$ cat src/rtl/rrtr_pkg.sv
package rrtr_pkg;

    // Fixed arithmetic constants
    localparam logic [15:0] MS_PER_MIN = 16'd60000;
    localparam logic [23:0] RATE_NUM   = 24'd15360000;

    // Register reset values
    localparam logic [9:0]  GRID_STEP_RST = 10'd250;
    localparam logic [7:0]  MIN_BPM_RST   = 8'd40;
    localparam logic [7:0]  MAX_BPM_RST   = 8'd200;
    localparam logic [15:0] FALLBACK_RST  = 16'd15360;

    // Default sizes
    localparam int MAX_RUN_DEF    = 64;
    localparam int CMDQ_DEPTH_DEF = 2;
    localparam int OUTQ_DEPTH_DEF = 2;

    // Shared divider: dividend and divisor widths
    localparam int DIV_N = 48;
    localparam int DIV_D = 32;

    // Configuration port
    localparam int APB_AW = 4;
    localparam int APB_DW = 32;

    typedef enum logic [1:0] {
        REG_GRID_STEP = 2'd0,
        REG_MIN_BPM   = 2'd1,
        REG_MAX_BPM   = 2'd2,
        REG_FALLBACK  = 2'd3
    } t_reg_idx;

    typedef struct packed {
        logic [9:0]  grid_step_ms;
        logic [7:0]  min_bpm;
        logic [7:0]  max_bpm;
        logic [15:0] fallback_bpm_q8;
    } t_cfg;

    // Classified beat handed from front to back
    typedef struct packed {
        logic        first;
        logic        in_band;
        logic [15:0] rr;
        logic [31:0] t;
    } t_cmd;

    typedef struct packed {
        logic [31:0] sample_time_ms;
        logic [15:0] rate_q8;
        logic        on_beat;
        logic        gap_restart;
        logic        last_of_run;
    } t_result;

    typedef struct packed {
        logic             start;
        logic [DIV_N-1:0] dividend;
        logic [DIV_D-1:0] divisor;
    } t_div_req;

    typedef struct packed {
        logic             done;
        logic [DIV_N-1:0] quot;
        logic [DIV_D-1:0] rem;
    } t_div_rsp;

endpackage

$ cat src/rtl/rr_tachogram_resampler_top.sv
// Channel   Handshake                  Payload
// -------   ------------------------   ---------------------------------------------
// config    psel, penable, pwrite      paddr, pwdata in; prdata out; pready high
// beat in   push in, full out          i_rr_ms, i_first_beat
// sample    empty out, pop in          o_sample_time_ms, o_rate_q8, o_on_beat,
//                                      o_gap_restart, o_last_of_run
//
// The front takes one beat per cycle while its two-entry beat queue has room.
// The back runs each kept beat through one shared divider up to four times (rate, grid
// count, interpolation start and slope; fewer for a first beat, a beat with no grid point
// or a span past MAX_RUN), then emits one sample per cycle while the result queue has
// room; dropped beats cost the back nothing.
// Reset is synchronous and clears all control state; config returns to defaults.
// A full result queue stalls emission only; the beat queue fills on its own.
module rr_tachogram_resampler_top #(
    parameter int MAX_RUN    = rrtr_pkg::MAX_RUN_DEF,
    parameter int CMDQ_DEPTH = rrtr_pkg::CMDQ_DEPTH_DEF,
    parameter int OUTQ_DEPTH = rrtr_pkg::OUTQ_DEPTH_DEF
) (
    input  logic                        i_clk,
    input  logic                        i_rst_n,
    input  logic                        psel,
    input  logic                        penable,
    input  logic                        pwrite,
    input  logic [rrtr_pkg::APB_AW-1:0] paddr,
    input  logic [rrtr_pkg::APB_DW-1:0] pwdata,
    output logic [rrtr_pkg::APB_DW-1:0] prdata,
    output logic                        pready,
    input  logic                        push,
    output logic                        full,
    input  logic [15:0]                 i_rr_ms,
    input  logic                        i_first_beat,
    output logic                        empty,
    input  logic                        pop,
    output logic [31:0]                 o_sample_time_ms,
    output logic [15:0]                 o_rate_q8,
    output logic                        o_on_beat,
    output logic                        o_gap_restart,
    output logic                        o_last_of_run
);

    localparam int CMD_W = $bits(rrtr_pkg::t_cmd);
    localparam int RES_W = $bits(rrtr_pkg::t_result);

    rrtr_pkg::t_cfg     r_cfg, n_cfg;
    rrtr_pkg::t_reg_idx w_idx;
    logic               w_wr;

    logic               w_cmdq_full, w_cmdq_empty, w_cmd_push, w_cmd_pop;
    rrtr_pkg::t_cmd     w_cmd_in, w_cmd_out;
    logic               w_outq_full, w_res_push;
    rrtr_pkg::t_result  w_res_in, w_res_out;
    rrtr_pkg::t_div_req w_div_req;
    rrtr_pkg::t_div_rsp w_div_rsp;

    // Register file
    assign pready = 1'b1;
    assign w_idx  = rrtr_pkg::t_reg_idx'(paddr[3:2]);
    assign w_wr   = psel && penable && pwrite && pready;

    always_comb begin
        n_cfg = r_cfg;
        if (w_wr) begin
            unique case (w_idx)
                rrtr_pkg::REG_GRID_STEP: n_cfg.grid_step_ms    = pwdata[9:0];
                rrtr_pkg::REG_MIN_BPM:   n_cfg.min_bpm         = pwdata[7:0];
                rrtr_pkg::REG_MAX_BPM:   n_cfg.max_bpm         = pwdata[7:0];
                rrtr_pkg::REG_FALLBACK:  n_cfg.fallback_bpm_q8 = pwdata[15:0];
                default:                 n_cfg = r_cfg;
            endcase
        end
    end

    always_comb begin
        unique case (w_idx)
            rrtr_pkg::REG_GRID_STEP: prdata = {22'd0, r_cfg.grid_step_ms};
            rrtr_pkg::REG_MIN_BPM:   prdata = {24'd0, r_cfg.min_bpm};
            rrtr_pkg::REG_MAX_BPM:   prdata = {24'd0, r_cfg.max_bpm};
            rrtr_pkg::REG_FALLBACK:  prdata = {16'd0, r_cfg.fallback_bpm_q8};
            default:                 prdata = '0;
        endcase
    end

    always_ff @(posedge i_clk) begin
        if (!i_rst_n) begin
            r_cfg.grid_step_ms    <= rrtr_pkg::GRID_STEP_RST;
            r_cfg.min_bpm         <= rrtr_pkg::MIN_BPM_RST;
            r_cfg.max_bpm         <= rrtr_pkg::MAX_BPM_RST;
            r_cfg.fallback_bpm_q8 <= rrtr_pkg::FALLBACK_RST;
        end else begin
            r_cfg <= n_cfg;
        end
    end

    rrtr_front u_front (
        .i_clk        (i_clk),
        .i_rst_n      (i_rst_n),
        .i_cfg        (r_cfg),
        .i_push       (push),
        .i_rr_ms      (i_rr_ms),
        .i_first_beat (i_first_beat),
        .i_q_full     (w_cmdq_full),
        .o_full       (full),
        .o_cmd_push   (w_cmd_push),
        .o_cmd        (w_cmd_in)
    );

    rrtr_fifo #(
        .WIDTH (CMD_W),
        .DEPTH (CMDQ_DEPTH)
    ) u_cmdq (
        .i_clk   (i_clk),
        .i_rst_n (i_rst_n),
        .i_push  (w_cmd_push),
        .i_data  (w_cmd_in),
        .o_full  (w_cmdq_full),
        .i_pop   (w_cmd_pop),
        .o_data  (w_cmd_out),
        .o_empty (w_cmdq_empty)
    );

    rrtr_div u_div (
        .i_clk   (i_clk),
        .i_rst_n (i_rst_n),
        .i_req   (w_div_req),
        .o_rsp   (w_div_rsp)
    );

    rrtr_back #(
        .MAX_RUN (MAX_RUN)
    ) u_back (
        .i_clk       (i_clk),
        .i_rst_n     (i_rst_n),
        .i_cfg       (r_cfg),
        .i_cmd_valid (!w_cmdq_empty),
        .i_cmd       (w_cmd_out),
        .o_cmd_pop   (w_cmd_pop),
        .o_div_req   (w_div_req),
        .i_div_rsp   (w_div_rsp),
        .i_out_full  (w_outq_full),
        .o_res_push  (w_res_push),
        .o_res       (w_res_in)
    );

    rrtr_fifo #(
        .WIDTH (RES_W),
        .DEPTH (OUTQ_DEPTH)
    ) u_outq (
        .i_clk   (i_clk),
        .i_rst_n (i_rst_n),
        .i_push  (w_res_push),
        .i_data  (w_res_in),
        .o_full  (w_outq_full),
        .i_pop   (pop),
        .o_data  (w_res_out),
        .o_empty (empty)
    );

    assign o_sample_time_ms = w_res_out.sample_time_ms;
    assign o_rate_q8        = w_res_out.rate_q8;
    assign o_on_beat        = w_res_out.on_beat;
    assign o_gap_restart    = w_res_out.gap_restart;
    assign o_last_of_run    = w_res_out.last_of_run;

endmodule

$ cat src/rtl/rrtr_fifo.sv
module rrtr_fifo #(
    parameter int WIDTH = 1,
    parameter int DEPTH = 2
) (
    input  logic             i_clk,
    input  logic             i_rst_n,
    input  logic             i_push,
    input  logic [WIDTH-1:0] i_data,
    output logic             o_full,
    input  logic             i_pop,
    output logic [WIDTH-1:0] o_data,
    output logic             o_empty
);

    localparam int PW = (DEPTH > 1) ? $clog2(DEPTH) : 1;
    localparam int CW = $clog2(DEPTH + 1);

    logic [WIDTH-1:0] r_mem [DEPTH];
    logic [PW-1:0]    r_wr_ptr, n_wr_ptr;
    logic [PW-1:0]    r_rd_ptr, n_rd_ptr;
    logic [CW-1:0]    r_count, n_count;
    logic             w_do_push, w_do_pop;

    assign o_full    = (r_count == CW'(DEPTH));
    assign o_empty   = (r_count == '0);
    assign o_data    = r_mem[r_rd_ptr];
    assign w_do_push = i_push && !o_full;
    assign w_do_pop  = i_pop && !o_empty;

    // Advance pointers and count
    always_comb begin
        n_wr_ptr = r_wr_ptr;
        n_rd_ptr = r_rd_ptr;
        n_count  = r_count;
        if (w_do_push) begin
            n_wr_ptr = (r_wr_ptr == PW'(DEPTH - 1)) ? '0 : r_wr_ptr + PW'(1);
        end
        if (w_do_pop) begin
            n_rd_ptr = (r_rd_ptr == PW'(DEPTH - 1)) ? '0 : r_rd_ptr + PW'(1);
        end
        if (w_do_push && !w_do_pop) begin
            n_count = r_count + CW'(1);
        end else if (w_do_pop && !w_do_push) begin
            n_count = r_count - CW'(1);
        end
    end

    always_ff @(posedge i_clk) begin
        if (!i_rst_n) begin
            r_wr_ptr <= '0;
            r_rd_ptr <= '0;
            r_count  <= '0;
        end else begin
            r_wr_ptr <= n_wr_ptr;
            r_rd_ptr <= n_rd_ptr;
            r_count  <= n_count;
        end
    end

    // Store the item
    always_ff @(posedge i_clk) begin
        if (w_do_push) begin
            r_mem[r_wr_ptr] <= i_data;
        end
    end

endmodule

$ cat src/rtl/rrtr_front.sv
module rrtr_front (
    input  logic                i_clk,
    input  logic                i_rst_n,
    input  rrtr_pkg::t_cfg      i_cfg,
    input  logic                i_push,
    input  logic [15:0]         i_rr_ms,
    input  logic                i_first_beat,
    input  logic                i_q_full,
    output logic                o_full,
    output logic                o_cmd_push,
    output rrtr_pkg::t_cmd      o_cmd
);

    logic        r_record_open, n_record_open;
    logic [31:0] r_beat_clock, n_beat_clock;
    logic        w_accept;
    logic        w_in_band;
    logic [23:0] w_min_prod, w_max_prod;
    logic [32:0] w_clock_sum;
    logic [31:0] w_clock_sat;

    assign o_full   = i_q_full;
    assign w_accept = i_push && !i_q_full;

    // Classify the beat against the bpm band
    assign w_min_prod = 24'(i_cfg.min_bpm) * 24'(i_rr_ms);
    assign w_max_prod = 24'(i_cfg.max_bpm) * 24'(i_rr_ms);
    assign w_in_band  = (i_rr_ms != '0)
                      && (w_min_prod <= 24'(rrtr_pkg::MS_PER_MIN))
                      && (w_max_prod >= 24'(rrtr_pkg::MS_PER_MIN));

    // Saturating beat time
    assign w_clock_sum = {1'b0, r_beat_clock} + 33'(i_rr_ms);
    assign w_clock_sat = w_clock_sum[32] ? '1 : w_clock_sum[31:0];

    always_comb begin
        n_record_open = r_record_open;
        n_beat_clock  = r_beat_clock;
        o_cmd_push    = 1'b0;
        o_cmd.first   = i_first_beat;
        o_cmd.in_band = w_in_band;
        o_cmd.rr      = i_rr_ms;
        o_cmd.t       = w_clock_sat;
        priority if (w_accept && i_first_beat) begin
            n_record_open = 1'b1;
            n_beat_clock  = '0;
            o_cmd.t       = '0;
            o_cmd_push    = 1'b1;
        end else if (w_accept && r_record_open) begin
            // drop out-of-band beats, but keep the time they add
            n_beat_clock = w_clock_sat;
            o_cmd_push   = w_in_band;
        end else begin
            o_cmd_push = 1'b0;
        end
    end

    always_ff @(posedge i_clk) begin
        if (!i_rst_n) begin
            r_record_open <= 1'b0;
            r_beat_clock  <= '0;
        end else begin
            r_record_open <= n_record_open;
            r_beat_clock  <= n_beat_clock;
        end
    end

endmodule

$ cat src/rtl/rrtr_div.sv
module rrtr_div (
    input  logic                 i_clk,
    input  logic                 i_rst_n,
    input  rrtr_pkg::t_div_req   i_req,
    output rrtr_pkg::t_div_rsp   o_rsp
);

    localparam int N  = rrtr_pkg::DIV_N;
    localparam int D  = rrtr_pkg::DIV_D;
    localparam int CW = $clog2(N + 1);

    logic          r_busy, n_busy;
    logic          r_done, n_done;
    logic [CW-1:0] r_cnt, n_cnt;
    logic [N-1:0]  r_quot, n_quot;
    logic [D-1:0]  r_rem, n_rem;
    logic [D-1:0]  r_divisor, n_divisor;
    logic [D:0]    w_shift;
    logic [D+1:0]  w_diff;
    logic          w_ge;

    // One quotient bit per cycle, restoring
    assign w_shift = {r_rem, r_quot[N-1]};
    assign w_diff  = {1'b0, w_shift} - {2'b00, r_divisor};
    assign w_ge    = !w_diff[D+1];

    always_comb begin
        n_busy    = r_busy;
        n_done    = 1'b0;
        n_cnt     = r_cnt;
        n_quot    = r_quot;
        n_rem     = r_rem;
        n_divisor = r_divisor;
        priority if (i_req.start) begin
            n_busy    = 1'b1;
            n_cnt     = CW'(N);
            n_quot    = i_req.dividend;
            n_rem     = '0;
            n_divisor = i_req.divisor;
        end else if (r_busy) begin
            n_quot = {r_quot[N-2:0], w_ge};
            n_rem  = w_ge ? w_diff[D-1:0] : w_shift[D-1:0];
            n_cnt  = r_cnt - CW'(1);
            if (r_cnt == CW'(1)) begin
                n_busy = 1'b0;
                n_done = 1'b1;
            end
        end else begin
            n_busy = 1'b0;
        end
    end

    always_ff @(posedge i_clk) begin
        if (!i_rst_n) begin
            r_busy <= 1'b0;
            r_done <= 1'b0;
            r_cnt  <= '0;
        end else begin
            r_busy <= n_busy;
            r_done <= n_done;
            r_cnt  <= n_cnt;
        end
    end

    always_ff @(posedge i_clk) begin
        r_quot    <= n_quot;
        r_rem     <= n_rem;
        r_divisor <= n_divisor;
    end

    assign o_rsp.done = r_done;
    assign o_rsp.quot = r_quot;
    assign o_rsp.rem  = r_rem;

endmodule

$ cat src/rtl/rrtr_back.sv
module rrtr_back #(
    parameter int MAX_RUN = rrtr_pkg::MAX_RUN_DEF
) (
    input  logic                 i_clk,
    input  logic                 i_rst_n,
    input  rrtr_pkg::t_cfg       i_cfg,
    input  logic                 i_cmd_valid,
    input  rrtr_pkg::t_cmd       i_cmd,
    output logic                 o_cmd_pop,
    output rrtr_pkg::t_div_req   o_div_req,
    input  rrtr_pkg::t_div_rsp   i_div_rsp,
    input  logic                 i_out_full,
    output logic                 o_res_push,
    output rrtr_pkg::t_result    o_res
);

    localparam int KW = (MAX_RUN > 1) ? $clog2(MAX_RUN) : 1;
    localparam int N  = rrtr_pkg::DIV_N;

    typedef enum logic [9:0] {
        S_IDLE  = 10'b0000000001,
        S_RATE  = 10'b0000000010,
        S_CNT   = 10'b0000000100,
        S_MUL0  = 10'b0000001000,
        S_DIV0  = 10'b0000010000,
        S_DIV1  = 10'b0000100000,
        S_EMIT  = 10'b0001000000,
        S_FIRST = 10'b0010000000,
        S_GAP   = 10'b0100000000,
        S_DONE  = 10'b1000000000
    } t_state;

    // Floor quotient and non-negative remainder
    typedef struct packed {
        logic signed [17:0] q;
        logic [31:0]        r;
    } t_qr;

    function automatic t_qr floor_qr(input logic neg, input logic [17:0] q,
                                     input logic [31:0] rem, input logic [31:0] span);
        t_qr res;
        if (!neg) begin
            res.q = q;
            res.r = rem;
        end else if (rem != '0) begin
            res.q = ~q;
            res.r = span - rem;
        end else begin
            res.q = ~q + 18'd1;
            res.r = '0;
        end
        return res;
    endfunction

    t_state             r_state, n_state;
    logic [31:0]        r_anchor_time, n_anchor_time;
    logic [15:0]        r_anchor_rate, n_anchor_rate;
    logic [31:0]        r_next_grid, n_next_grid;
    rrtr_pkg::t_cmd     r_cmd, n_cmd;
    logic [15:0]        r_yb, n_yb;
    logic [31:0]        r_g, n_g;
    logic [31:0]        r_next_after, n_next_after;
    logic [KW-1:0]      r_k, n_k;
    logic [KW-1:0]      r_last_k, n_last_k;
    logic [31:0]        r_span, n_span;
    logic [15:0]        r_mag, n_mag;
    logic               r_neg, n_neg;
    logic signed [17:0] r_q, n_q;
    logic [31:0]        r_r, n_r;
    logic signed [17:0] r_qs, n_qs;
    logic [31:0]        r_rs, n_rs;
    logic               r_div_start, n_div_start;
    logic [N-1:0]       r_dividend, n_dividend;
    logic [31:0]        r_divisor, n_divisor;

    logic [9:0]         w_step;
    logic [31:0]        w_gl;
    logic [32:0]        w_after_sum;
    logic               w_long;
    logic signed [18:0] w_rate_sum;
    logic [15:0]        w_interp;
    logic [32:0]        w_rsum;
    logic               w_rwrap;
    logic               w_last;
    t_qr                w_qr;

    assign w_step = (i_cfg.grid_step_ms == '0) ? 10'd1 : i_cfg.grid_step_ms;

    // Last grid point not beyond the beat, and the grid point after it
    assign w_gl        = r_cmd.t - {22'd0, i_div_rsp.rem[9:0]};
    assign w_after_sum = {1'b0, w_gl} + 33'(w_step);
    assign w_long      = (i_div_rsp.quot >= N'(MAX_RUN));

    // Interpolated rate, clamped to the Q8.8 range
    assign w_rate_sum = $signed({3'b000, r_anchor_rate}) + {r_q[17], r_q};
    always_comb begin
        priority if (w_rate_sum < 0) begin
            w_interp = '0;
        end else if (w_rate_sum > 19'sd65535) begin
            w_interp = '1;
        end else begin
            w_interp = w_rate_sum[15:0];
        end
    end

    // Remainder step toward the next grid point
    assign w_rsum  = {1'b0, r_r} + {1'b0, r_rs};
    assign w_rwrap = (w_rsum >= {1'b0, r_span});
    assign w_last  = (r_k == r_last_k);
    assign w_qr    = floor_qr(r_neg, i_div_rsp.quot[17:0], i_div_rsp.rem, r_span);

    always_comb begin
        n_state       = r_state;
        n_anchor_time = r_anchor_time;
        n_anchor_rate = r_anchor_rate;
        n_next_grid   = r_next_grid;
        n_cmd         = r_cmd;
        n_yb          = r_yb;
        n_g           = r_g;
        n_next_after  = r_next_after;
        n_k           = r_k;
        n_last_k      = r_last_k;
        n_span        = r_span;
        n_mag         = r_mag;
        n_neg         = r_neg;
        n_q           = r_q;
        n_r           = r_r;
        n_qs          = r_qs;
        n_rs          = r_rs;
        n_div_start   = 1'b0;
        n_dividend    = r_dividend;
        n_divisor     = r_divisor;
        o_cmd_pop     = 1'b0;
        o_res_push    = 1'b0;
        o_res.sample_time_ms = r_g;
        o_res.rate_q8        = (r_g == r_cmd.t) ? r_yb : w_interp;
        o_res.on_beat        = (r_g == r_cmd.t);
        o_res.gap_restart    = 1'b0;
        o_res.last_of_run    = w_last;

        unique case (r_state)
            S_IDLE: begin
                // take the next classified beat
                if (i_cmd_valid) begin
                    o_cmd_pop = 1'b1;
                    n_cmd     = i_cmd;
                    if (i_cmd.first && !i_cmd.in_band) begin
                        n_yb    = i_cfg.fallback_bpm_q8;
                        n_state = S_FIRST;
                    end else begin
                        n_div_start = 1'b1;
                        n_dividend  = N'(rrtr_pkg::RATE_NUM);
                        n_divisor   = 32'(i_cmd.rr);
                        n_state     = S_RATE;
                    end
                end
            end
            S_RATE: begin
                // beat rate ready; unless first or short of the next grid point, count the grid points it covers
                if (i_div_rsp.done) begin
                    n_yb = i_div_rsp.quot[15:0];
                    priority if (r_cmd.first) begin
                        n_state = S_FIRST;
                    end else if (r_next_grid > r_cmd.t) begin
                        n_anchor_time = r_cmd.t;
                        n_anchor_rate = i_div_rsp.quot[15:0];
                        n_state       = S_IDLE;
                    end else begin
                        n_div_start = 1'b1;
                        n_dividend  = N'(r_cmd.t - r_next_grid);
                        n_divisor   = 32'(w_step);
                        n_state     = S_CNT;
                    end
                end
            end
            S_CNT: begin
                if (i_div_rsp.done) begin
                    n_g          = w_long ? w_gl : r_next_grid;
                    n_next_after = w_after_sum[32] ? '1 : w_after_sum[31:0];
                    n_last_k     = i_div_rsp.quot[KW-1:0];
                    n_k          = '0;
                    n_span       = r_cmd.t - r_anchor_time;
                    n_neg        = (r_yb < r_anchor_rate);
                    n_mag        = (r_yb < r_anchor_rate) ? r_anchor_rate - r_yb
                                                          : r_yb - r_anchor_rate;
                    n_state      = w_long ? S_GAP : S_MUL0;
                end
            end
            S_MUL0: begin
                // rate delta times offset of the first grid point
                n_div_start = 1'b1;
                n_dividend  = N'(r_mag) * N'(r_next_grid - r_anchor_time);
                n_divisor   = r_span;
                n_state     = S_DIV0;
            end
            S_DIV0: begin
                if (i_div_rsp.done) begin
                    n_q         = w_qr.q;
                    n_r         = w_qr.r;
                    n_div_start = 1'b1;
                    n_dividend  = N'(r_mag) * N'(w_step);
                    n_divisor   = r_span;
                    n_state     = S_DIV1;
                end
            end
            S_DIV1: begin
                if (i_div_rsp.done) begin
                    n_qs    = w_qr.q;
                    n_rs    = w_qr.r;
                    n_state = S_EMIT;
                end
            end
            S_EMIT: begin
                // one grid point per cycle while the result queue has room
                if (!i_out_full) begin
                    o_res_push = 1'b1;
                    n_g        = r_g + 32'(w_step);
                    n_k        = r_k + KW'(1);
                    if (w_rwrap) begin
                        n_r = 32'(w_rsum - {1'b0, r_span});
                        n_q = r_q + r_qs + 18'sd1;
                    end else begin
                        n_r = w_rsum[31:0];
                        n_q = r_q + r_qs;
                    end
                    if (w_last) begin
                        n_state = S_DONE;
                    end
                end
            end
            S_FIRST: begin
                o_res.sample_time_ms = '0;
                o_res.rate_q8        = r_yb;
                o_res.on_beat        = 1'b1;
                o_res.last_of_run    = 1'b1;
                if (!i_out_full) begin
                    o_res_push    = 1'b1;
                    n_anchor_time = '0;
                    n_anchor_rate = r_yb;
                    n_next_grid   = 32'(w_step);
                    n_state       = S_IDLE;
                end
            end
            S_GAP: begin
                // re-anchor at the last grid point with the beat's own rate
                o_res.rate_q8     = r_yb;
                o_res.gap_restart = 1'b1;
                o_res.last_of_run = 1'b1;
                if (!i_out_full) begin
                    o_res_push = 1'b1;
                    n_state    = S_DONE;
                end
            end
            S_DONE: begin
                n_anchor_time = r_cmd.t;
                n_anchor_rate = r_yb;
                n_next_grid   = r_next_after;
                n_state       = S_IDLE;
            end
            default: begin
                n_state = S_IDLE;
            end
        endcase
    end

    always_ff @(posedge i_clk) begin
        if (!i_rst_n) begin
            r_state       <= S_IDLE;
            r_anchor_time <= '0;
            r_anchor_rate <= '0;
            r_next_grid   <= '0;
            r_div_start   <= 1'b0;
        end else begin
            r_state       <= n_state;
            r_anchor_time <= n_anchor_time;
            r_anchor_rate <= n_anchor_rate;
            r_next_grid   <= n_next_grid;
            r_div_start   <= n_div_start;
        end
    end

    always_ff @(posedge i_clk) begin
        r_cmd        <= n_cmd;
        r_yb         <= n_yb;
        r_g          <= n_g;
        r_next_after <= n_next_after;
        r_k          <= n_k;
        r_last_k     <= n_last_k;
        r_span       <= n_span;
        r_mag        <= n_mag;
        r_neg        <= n_neg;
        r_q          <= n_q;
        r_r          <= n_r;
        r_qs         <= n_qs;
        r_rs         <= n_rs;
        r_dividend   <= n_dividend;
        r_divisor    <= n_divisor;
    end

    assign o_div_req.start    = r_div_start;
    assign o_div_req.dividend = r_dividend;
    assign o_div_req.divisor  = r_divisor;

endmodule

$ cat config.mk
export PLATFORM = sky130hd
export DESIGN_NAME = rr_tachogram_resampler_top
export DESIGN_NICKNAME = d
export VERILOG_FILES = /design/src/rtl/rrtr_pkg.sv /design/src/rtl/rr_tachogram_resampler_top.sv /design/src/rtl/rrtr_fifo.sv /design/src/rtl/rrtr_front.sv /design/src/rtl/rrtr_div.sv /design/src/rtl/rrtr_back.sv
export SDC_FILE = /design/constraint.sdc
export NUM_CORES = 2
export LEC_CHECK = 0
export BUFFER_PORTS_ARGS = -buffer_cell sky130_fd_sc_hd__buf_2
export CELL_PAD_IN_SITES_DETAIL_PLACEMENT = 0
export CELL_PAD_IN_SITES_GLOBAL_PLACEMENT = 1
export CORE_MARGIN = 2
export CORE_UTILIZATION = 30
export CTS_BUF_LIST = sky130_fd_sc_hd__clkbuf_4
export CTS_CLUSTER_DIAMETER = 80
export DETAILED_ROUTE_END_ITERATION = 8
export GPL_TIMING_DRIVEN = 0
export MAX_ROUTING_LAYER = met4
export PLACE_DENSITY_LB_ADDON = 0.25
export SYNTH_ARGS = -nofsm -noshare
export SYNTH_HDL_FRONTEND = slang
export SYNTH_SLANG_ARGS = --single-unit
$ cat constraint.sdc
create_clock -name i_clk -period 12.2 [get_ports i_clk]
set_input_delay 1.22 -clock i_clk [delete_from_list [all_inputs] [get_ports i_clk]]
set_output_delay 1.22 -clock i_clk [all_outputs]
set_load 0.005 [all_outputs]
Word level (Yosys, flattened, before mapping)
Memories as Yosys holds them, arrays and structs flattened. A register that Yosys moved wholly into a read port is not among the register bits.
Index checks and enable logic that the tools add are counted.

storage, ports and cells
  bits in registers = 648
  memory bits (writable) = 202
  bits of input ports = 60
  output and inout bits = 86
  logic and storage cells = 289
  memories kept = 2

memory list
  name          words  bits a word  read ports  clocked after Yosys merged registers in  wr ports  RTL line         text
  u_outq.r_mem  2      51           1           1                                        1         rrtr_fifo.sv:18  logic [WIDTH-1:0] r_mem [DEPTH];
  u_cmdq.r_mem  2      50           1           1                                        1         rrtr_fifo.sv:18

operators by class
  add/subtract/negate cells = 27
  $mul = 4
  $lt $le $gt $ge = 8
  equality and inequality tests = 32
  multiplexer cells = 112
  bitwise operators = 4
  reductions and logical operators = 60

operators with widths
  kind                                                                                   number
  32-bit two-way mux                                                                     21
  48-bit two-way mux                                                                     8
  32-bit one-hot mux with 4 select lines                                                 2
  16-bit two-way mux                                                                     12
  32-bit one-hot mux with 2 select lines                                                 3
  48-bit one-hot mux with 4 select lines                                                 1
  10-bit two-way mux                                                                     11
  50-bit two-way mux                                                                     2
  32-bit one-hot mux with 3 select lines                                                 1
  32-bit subtractor                                                                      3
  10-bit one-hot mux with 9 select lines                                                 1
  32-bit by 32-bit subtractor with 33-bit output                                         2
  18-bit two-way mux                                                                     3
  48-bit by 7-bit greater-or-equal comparator with 1-bit output (second input constant)  1
  16-bit by 48-bit multiplier with 48-bit output                                         1
  8-bit by 16-bit multiplier with 24-bit output                                          2
  16-bit one-hot mux with 3 select lines                                                 1
  18-bit one-hot mux with 2 select lines                                                 1
  33-bit by 32-bit subtractor with 34-bit output                                         1
  32-bit by 10-bit adder with 33-bit output                                              1
  32-bit by 16-bit adder with 33-bit output                                              1
  32-bit by 32-bit adder with 33-bit output                                              1
  33-bit by 32-bit greater-or-equal comparator with 1-bit output                         1
  32-bit by 10-bit adder with 32-bit output                                              1
  63 further kinds                                                                       165

Logic depth before layout (Yosys ltp)
  depth after elaboration = 11
  gate-level depth with buffers = 39
  gate-level depth less buffers = 38

Cells and area by module
Synthesis repeated with hierarchy kept, for this count alone.

unflattened totals
  cell total of the unflattened synthesis = 9028
  area, all modules = 84822.6 µm²

by module, submodules not included
  module                      instances  cells an instance  area each (µm²)  sequential area each (µm²)
  rrtr_back                   1          6485               57208.6          12451.9
  rrtr_front                  1          1348               11136.9          660.6
  rrtr_div                    1          616                6655.1           3203.1
  rrtr_fifo at u_outq         1          184                3901.2           3163.0
  rrtr_fifo at u_cmdq         1          181                3828.7           3103.0
  rr_tachogram_resampler_top  1          214                2092.0           840.8

Least setup slack after synthesis
Ideal clock, no wire load.

  kind = reg-to-reg
  start = reg u_back.r_cmd[1] (netlist name)
  end = reg u_back.r_dividend[0] (enable)
  library setup time = 0.639 ns
  arrival = 8.174 ns
  data required time = 11.561 ns
  setup slack = 3.387 ns
  stages on the path, launching flop included = 12
  path buffers = 0
  period minus slack after synthesis = 8.813 ns
  path through = edfxtp_1 -> ha_1 -> nand2b_1 -> a21oi_1 -> o211ai_1 -> a21oi_1 -> o21ai_0 -> o21ai_0 -> o41ai_1 -> o31ai_1 -> nand2_1 -> a211oi_1

between the ends
  longest elaborated chain between the ends = 3

RTL lines
  item                             RTL line          text
  start: declaration               rrtr_back.sv:59   rrtr_pkg::t_cmd r_cmd, n_cmd;
  start signal: assignment         rrtr_back.sv:283  r_cmd <= n_cmd;
  32-bit > comparator              rrtr_back.sv:164  end else if (r_next_grid > r_cmd.t) begin
  2-bit inequality test (no line)  -
  7-bit AND reduction (no line)    -
  end signal: assignment           rrtr_back.sv:296  r_dividend <= n_dividend;
  end: declaration                 rrtr_back.sv:73   logic [N-1:0] r_dividend, n_dividend;

No other way between the ends.
A chain may end at the register's enable or synchronous reset.

Final worst setup path
  start = reg u_back.r_next_grid[0]
  end = reg u_back.r_dividend[36], data pin

between the ends
  longest elaborated chain between the ends = 5
  elaborated cells between the ends (all ways) = 7
  classes of those cells = 2 x add/sub; 1 x mul; 4 x mux

RTL lines
  item                                                                                                    RTL line          text
  start: declaration                                                                                      rrtr_back.sv:58   logic [31:0] r_next_grid, n_next_grid;
  start signal: assignment                                                                                rrtr_back.sv:277  r_next_grid <= n_next_grid;
  parallel branches: the longest is 4 deep, another holds 16-bit by 48-bit multiplier with 48-bit output  -
  48-bit one-hot mux with 4 select lines *                                                                rrtr_back.sv:141  unique case (r_state)
  named net u_back.n_dividend[36]                                                                         rrtr_back.sv:73

Mark *: on every way through the listed nets, which the timed path passes. The select of a mux whose other input is x is not followed.

==> qor.yml <==
dr.pass1.iters: 6
clock_latency_ps: 1290
drtIter0Drc: 5819
cts_tree: "built"
dp_hpwl_um: 250000
start_kind: "flop"
path_delay_family: "adder cells"
final_common_cell: "inv_1"
num-nets-final: 10457
finalSetupViolCount: 0
area_growth_pct: 10.9
drc_errors: 0
finalCriticalPeriod_ps: 11740
worstReg2RegEnd: "u_back.r_dividend[36]"
path_clk_slew_ps: 80
routabilityCongestion: 0.946
rows: 192
drive_gt1_share_pct: 8.72
cp.required_ps: 13150
drv_slew: 11
antenna_found_initial: 31
die_w_um: 527
grt_max_degree: 37
grt_use_total_pct: 22.5
async_flop_share_pct: 0
slew_headroom_pct: -1.29
crit-reg2reg-launch: "u_back.r_next_grid[0]"
core_mm2: 0.273
fill_cells: 28467
cp_num_buf_inv: 7
r2r_setup_slack_ps: 460
seq_area_frac_synth_pct: 28.5
drv_cap: 3
ctsResizeCount: 0
violations: "max-capacitance violations, max-slew violations"
vias_per_cell: 5.13
worstMarginPinSlew_ps: 1520
min_period_over_period_pct: 96.3
synth.ff_latch_count: 852
hp-class: "in -> reg"
finalHoldViolations: 0
cts_hold_buf: 0
grt_overflow: 0
grt_pass1_vias: 66662
status: "finished with violations"
io_pins: 146
worstPathArrival_ps: 12700
syn_area_mm2: 0.0821
fmax_mhz: 85.1
fin_skew_ps: 126
cts.htree.levels: 4
rsz0062_at_grt: "no"
cp_common_cell: "fa_1"
yosys_warnings: 0
syn_inst: 8655
initial_core_util_pct: 30.1
hold_end: "r_cfg[12]"
cts_made_buffers: 226
die_h_um: 527
cts_root_buf: "clkbuf_4"
via_count: 65771
layout_common_cells: "inv_1 (1047), nand2_1 (929), fa_1 (787)"
critPathCaptureType: "flop"
post_cts_buffers: 0
whs_path_depth: 3
ys_types: 102
slowest_stage: "xor2_1"
clockBufferDepth: 3
critical-path-max-stage-delay_ps: 1140
synth_edf_count: 636
min_from: "pwdata[12]"
synth_top_flop_cell: "edfxtp_1"
crit_fanout: 10
dieArea_mm2: 0.278
wirelength_um: 307000
reg2reg_depth: 33
port_buffers: 110
crit_type: "reg -> reg"
wl_per_cell_um: 23.9
avgSynthCellArea_um2: 9.48
drtAntennaViolNets: 0
grt_pass1_wl_um: 449000
setup_tns_ps: 0
cts_sinks: 852
## registers in the layout (all words and copies together) (netlist names), 16 cells and up, named ones only
signal	cells
u_div.r_quot	48
u_back.r_divisor	32
u_div.r_divisor	32
u_back.r_cmd	33
u_back.r_next_grid	32
u_cmdq.r_mem	100
u_back.r_mag	16
u_back.r_qs	18
u_back.r_rs	32
u_back.r_dividend	48
u_back.r_next_after	32
u_back.r_g	32
u_back.r_r	32
u_back.r_span	32
u_back.r_q	18
r_cfg	42
u_back.r_yb	16
u_div.r_rem	32
u_back.r_anchor_rate	16
u_back.r_anchor_time	32
u_front.r_beat_clock	32
u_outq.r_mem	102
## worst register-to-register path: cells and delay by family, from the launching register on
family,cells,cell delay (ps)
AOI/OAI and AO/OA,11,3700
xor gates and xnor gates,2,1400
DFF,1,460
buffers and inverters,7,920
and+or+nand+nor,4,850
adders and majority gates,9,4130
## layer usage
| metal | GRT usage (%) | wire [um] |
|---|---|---|
| met5 | - | 0 |
| met4 | 6.56 | 9440 |
| met3 | 2.17 | 14500 |
| met2 | 35.4 | 141000 |
| met1 | 30.6 | 142000 |
## cell usage after synthesis (all sizes together), types with 47 or more instances
cell    number  area (um2)
o21ai      336        1680
edfxtp     636       19100
nand3      131         661
fa         787       15800
and2       397        2480
a21o       155        1160
nor2b      102         638
a211oi      77         578
o21a        66         495
nor3        99         512
mux2i       86         861
nor2       536        2020
mux2       136        1530
xor2       216        1890
a22oi       48         360
a21oi      494        2470
buf         63         347
nand2      947        3600
xnor2      284        2490
nand2b      81         507
and3        57         357
dfxtp      216        4320
clkbuf     345        1300
nor4        48         307
o21bai      47         353
inv       1051        3950
o211ai      58         435
ha         569        7120
## logic make-up (layout without fill, tap and decap cells)
kind of cell / Yosys count / in the layout / share of synthesized area (%)
other: 2 / 32 / 0.00915
multiplexers: 230 / 230 / 3.13
flip-flops: 852 / 852 / 28.5
XOR/XNOR: 501 / 501 / 5.36
adder cells (fa/ha/maj): 1356 / 1356 / 27.9
AND/OR/NAND/NOR: 2587 / 2587 / 15.1
buffers and inverters: 1459 / 2017 / 6.81
AO/OA/AOI/OAI: 1668 / 1668 / 13.1
## worst max-delay path by stage
stage | end | depth (start not counted) | startpoint | slack (ps)
after floorplan | u_back.r_dividend[0] | 11 | u_back.r_cmd[1] | 3390
after global placement | u_back.r_dividend[40] | 6 | u_back.r_state[0] | -870
after detailed placement | u_back.r_dividend[36] | 33 | u_back.r_next_grid[0] | 660
after CTS | u_back.r_dividend[36] | 33 | u_back.r_next_grid[0] | 620
after global routing | u_back.r_dividend[36] | 33 | u_back.r_next_grid[0] | 240
final | u_back.r_dividend[36] | 33 | u_back.r_next_grid[0] | 460
## through the flow
step                cells  utilization (%)  cell area, um2  worst slack, ps  hold WS, ps
floorplan            8670                -           82100             3390          400
global placement    12369             31.9           87200             -872          402
detailed placement  12401             32.2           87900              656          405
CTS                 12816             33.3           91000              623         31.9
global route        12830             33.3           91000              235         58.0
finish              12832             33.4           91000              456          164
## layout make-up
class,instances,area (um2),share of cell area [%]
buffer,408,1640,1.80
clock buffer,346,2600,2.85
sequential,852,23400,25.7
antenna,15,37.5,0.0412
inverter,1051,3950,4.33
tap,3589,4490,4.93
clock inverter,69,477,0.524
multi-input combinational,6359,53300,58.6
timing repair buffer,143,1100,1.21
Power is not shown: default switching activity piles up to over one toggle a cycle in this logic, so the estimate is an artifact.
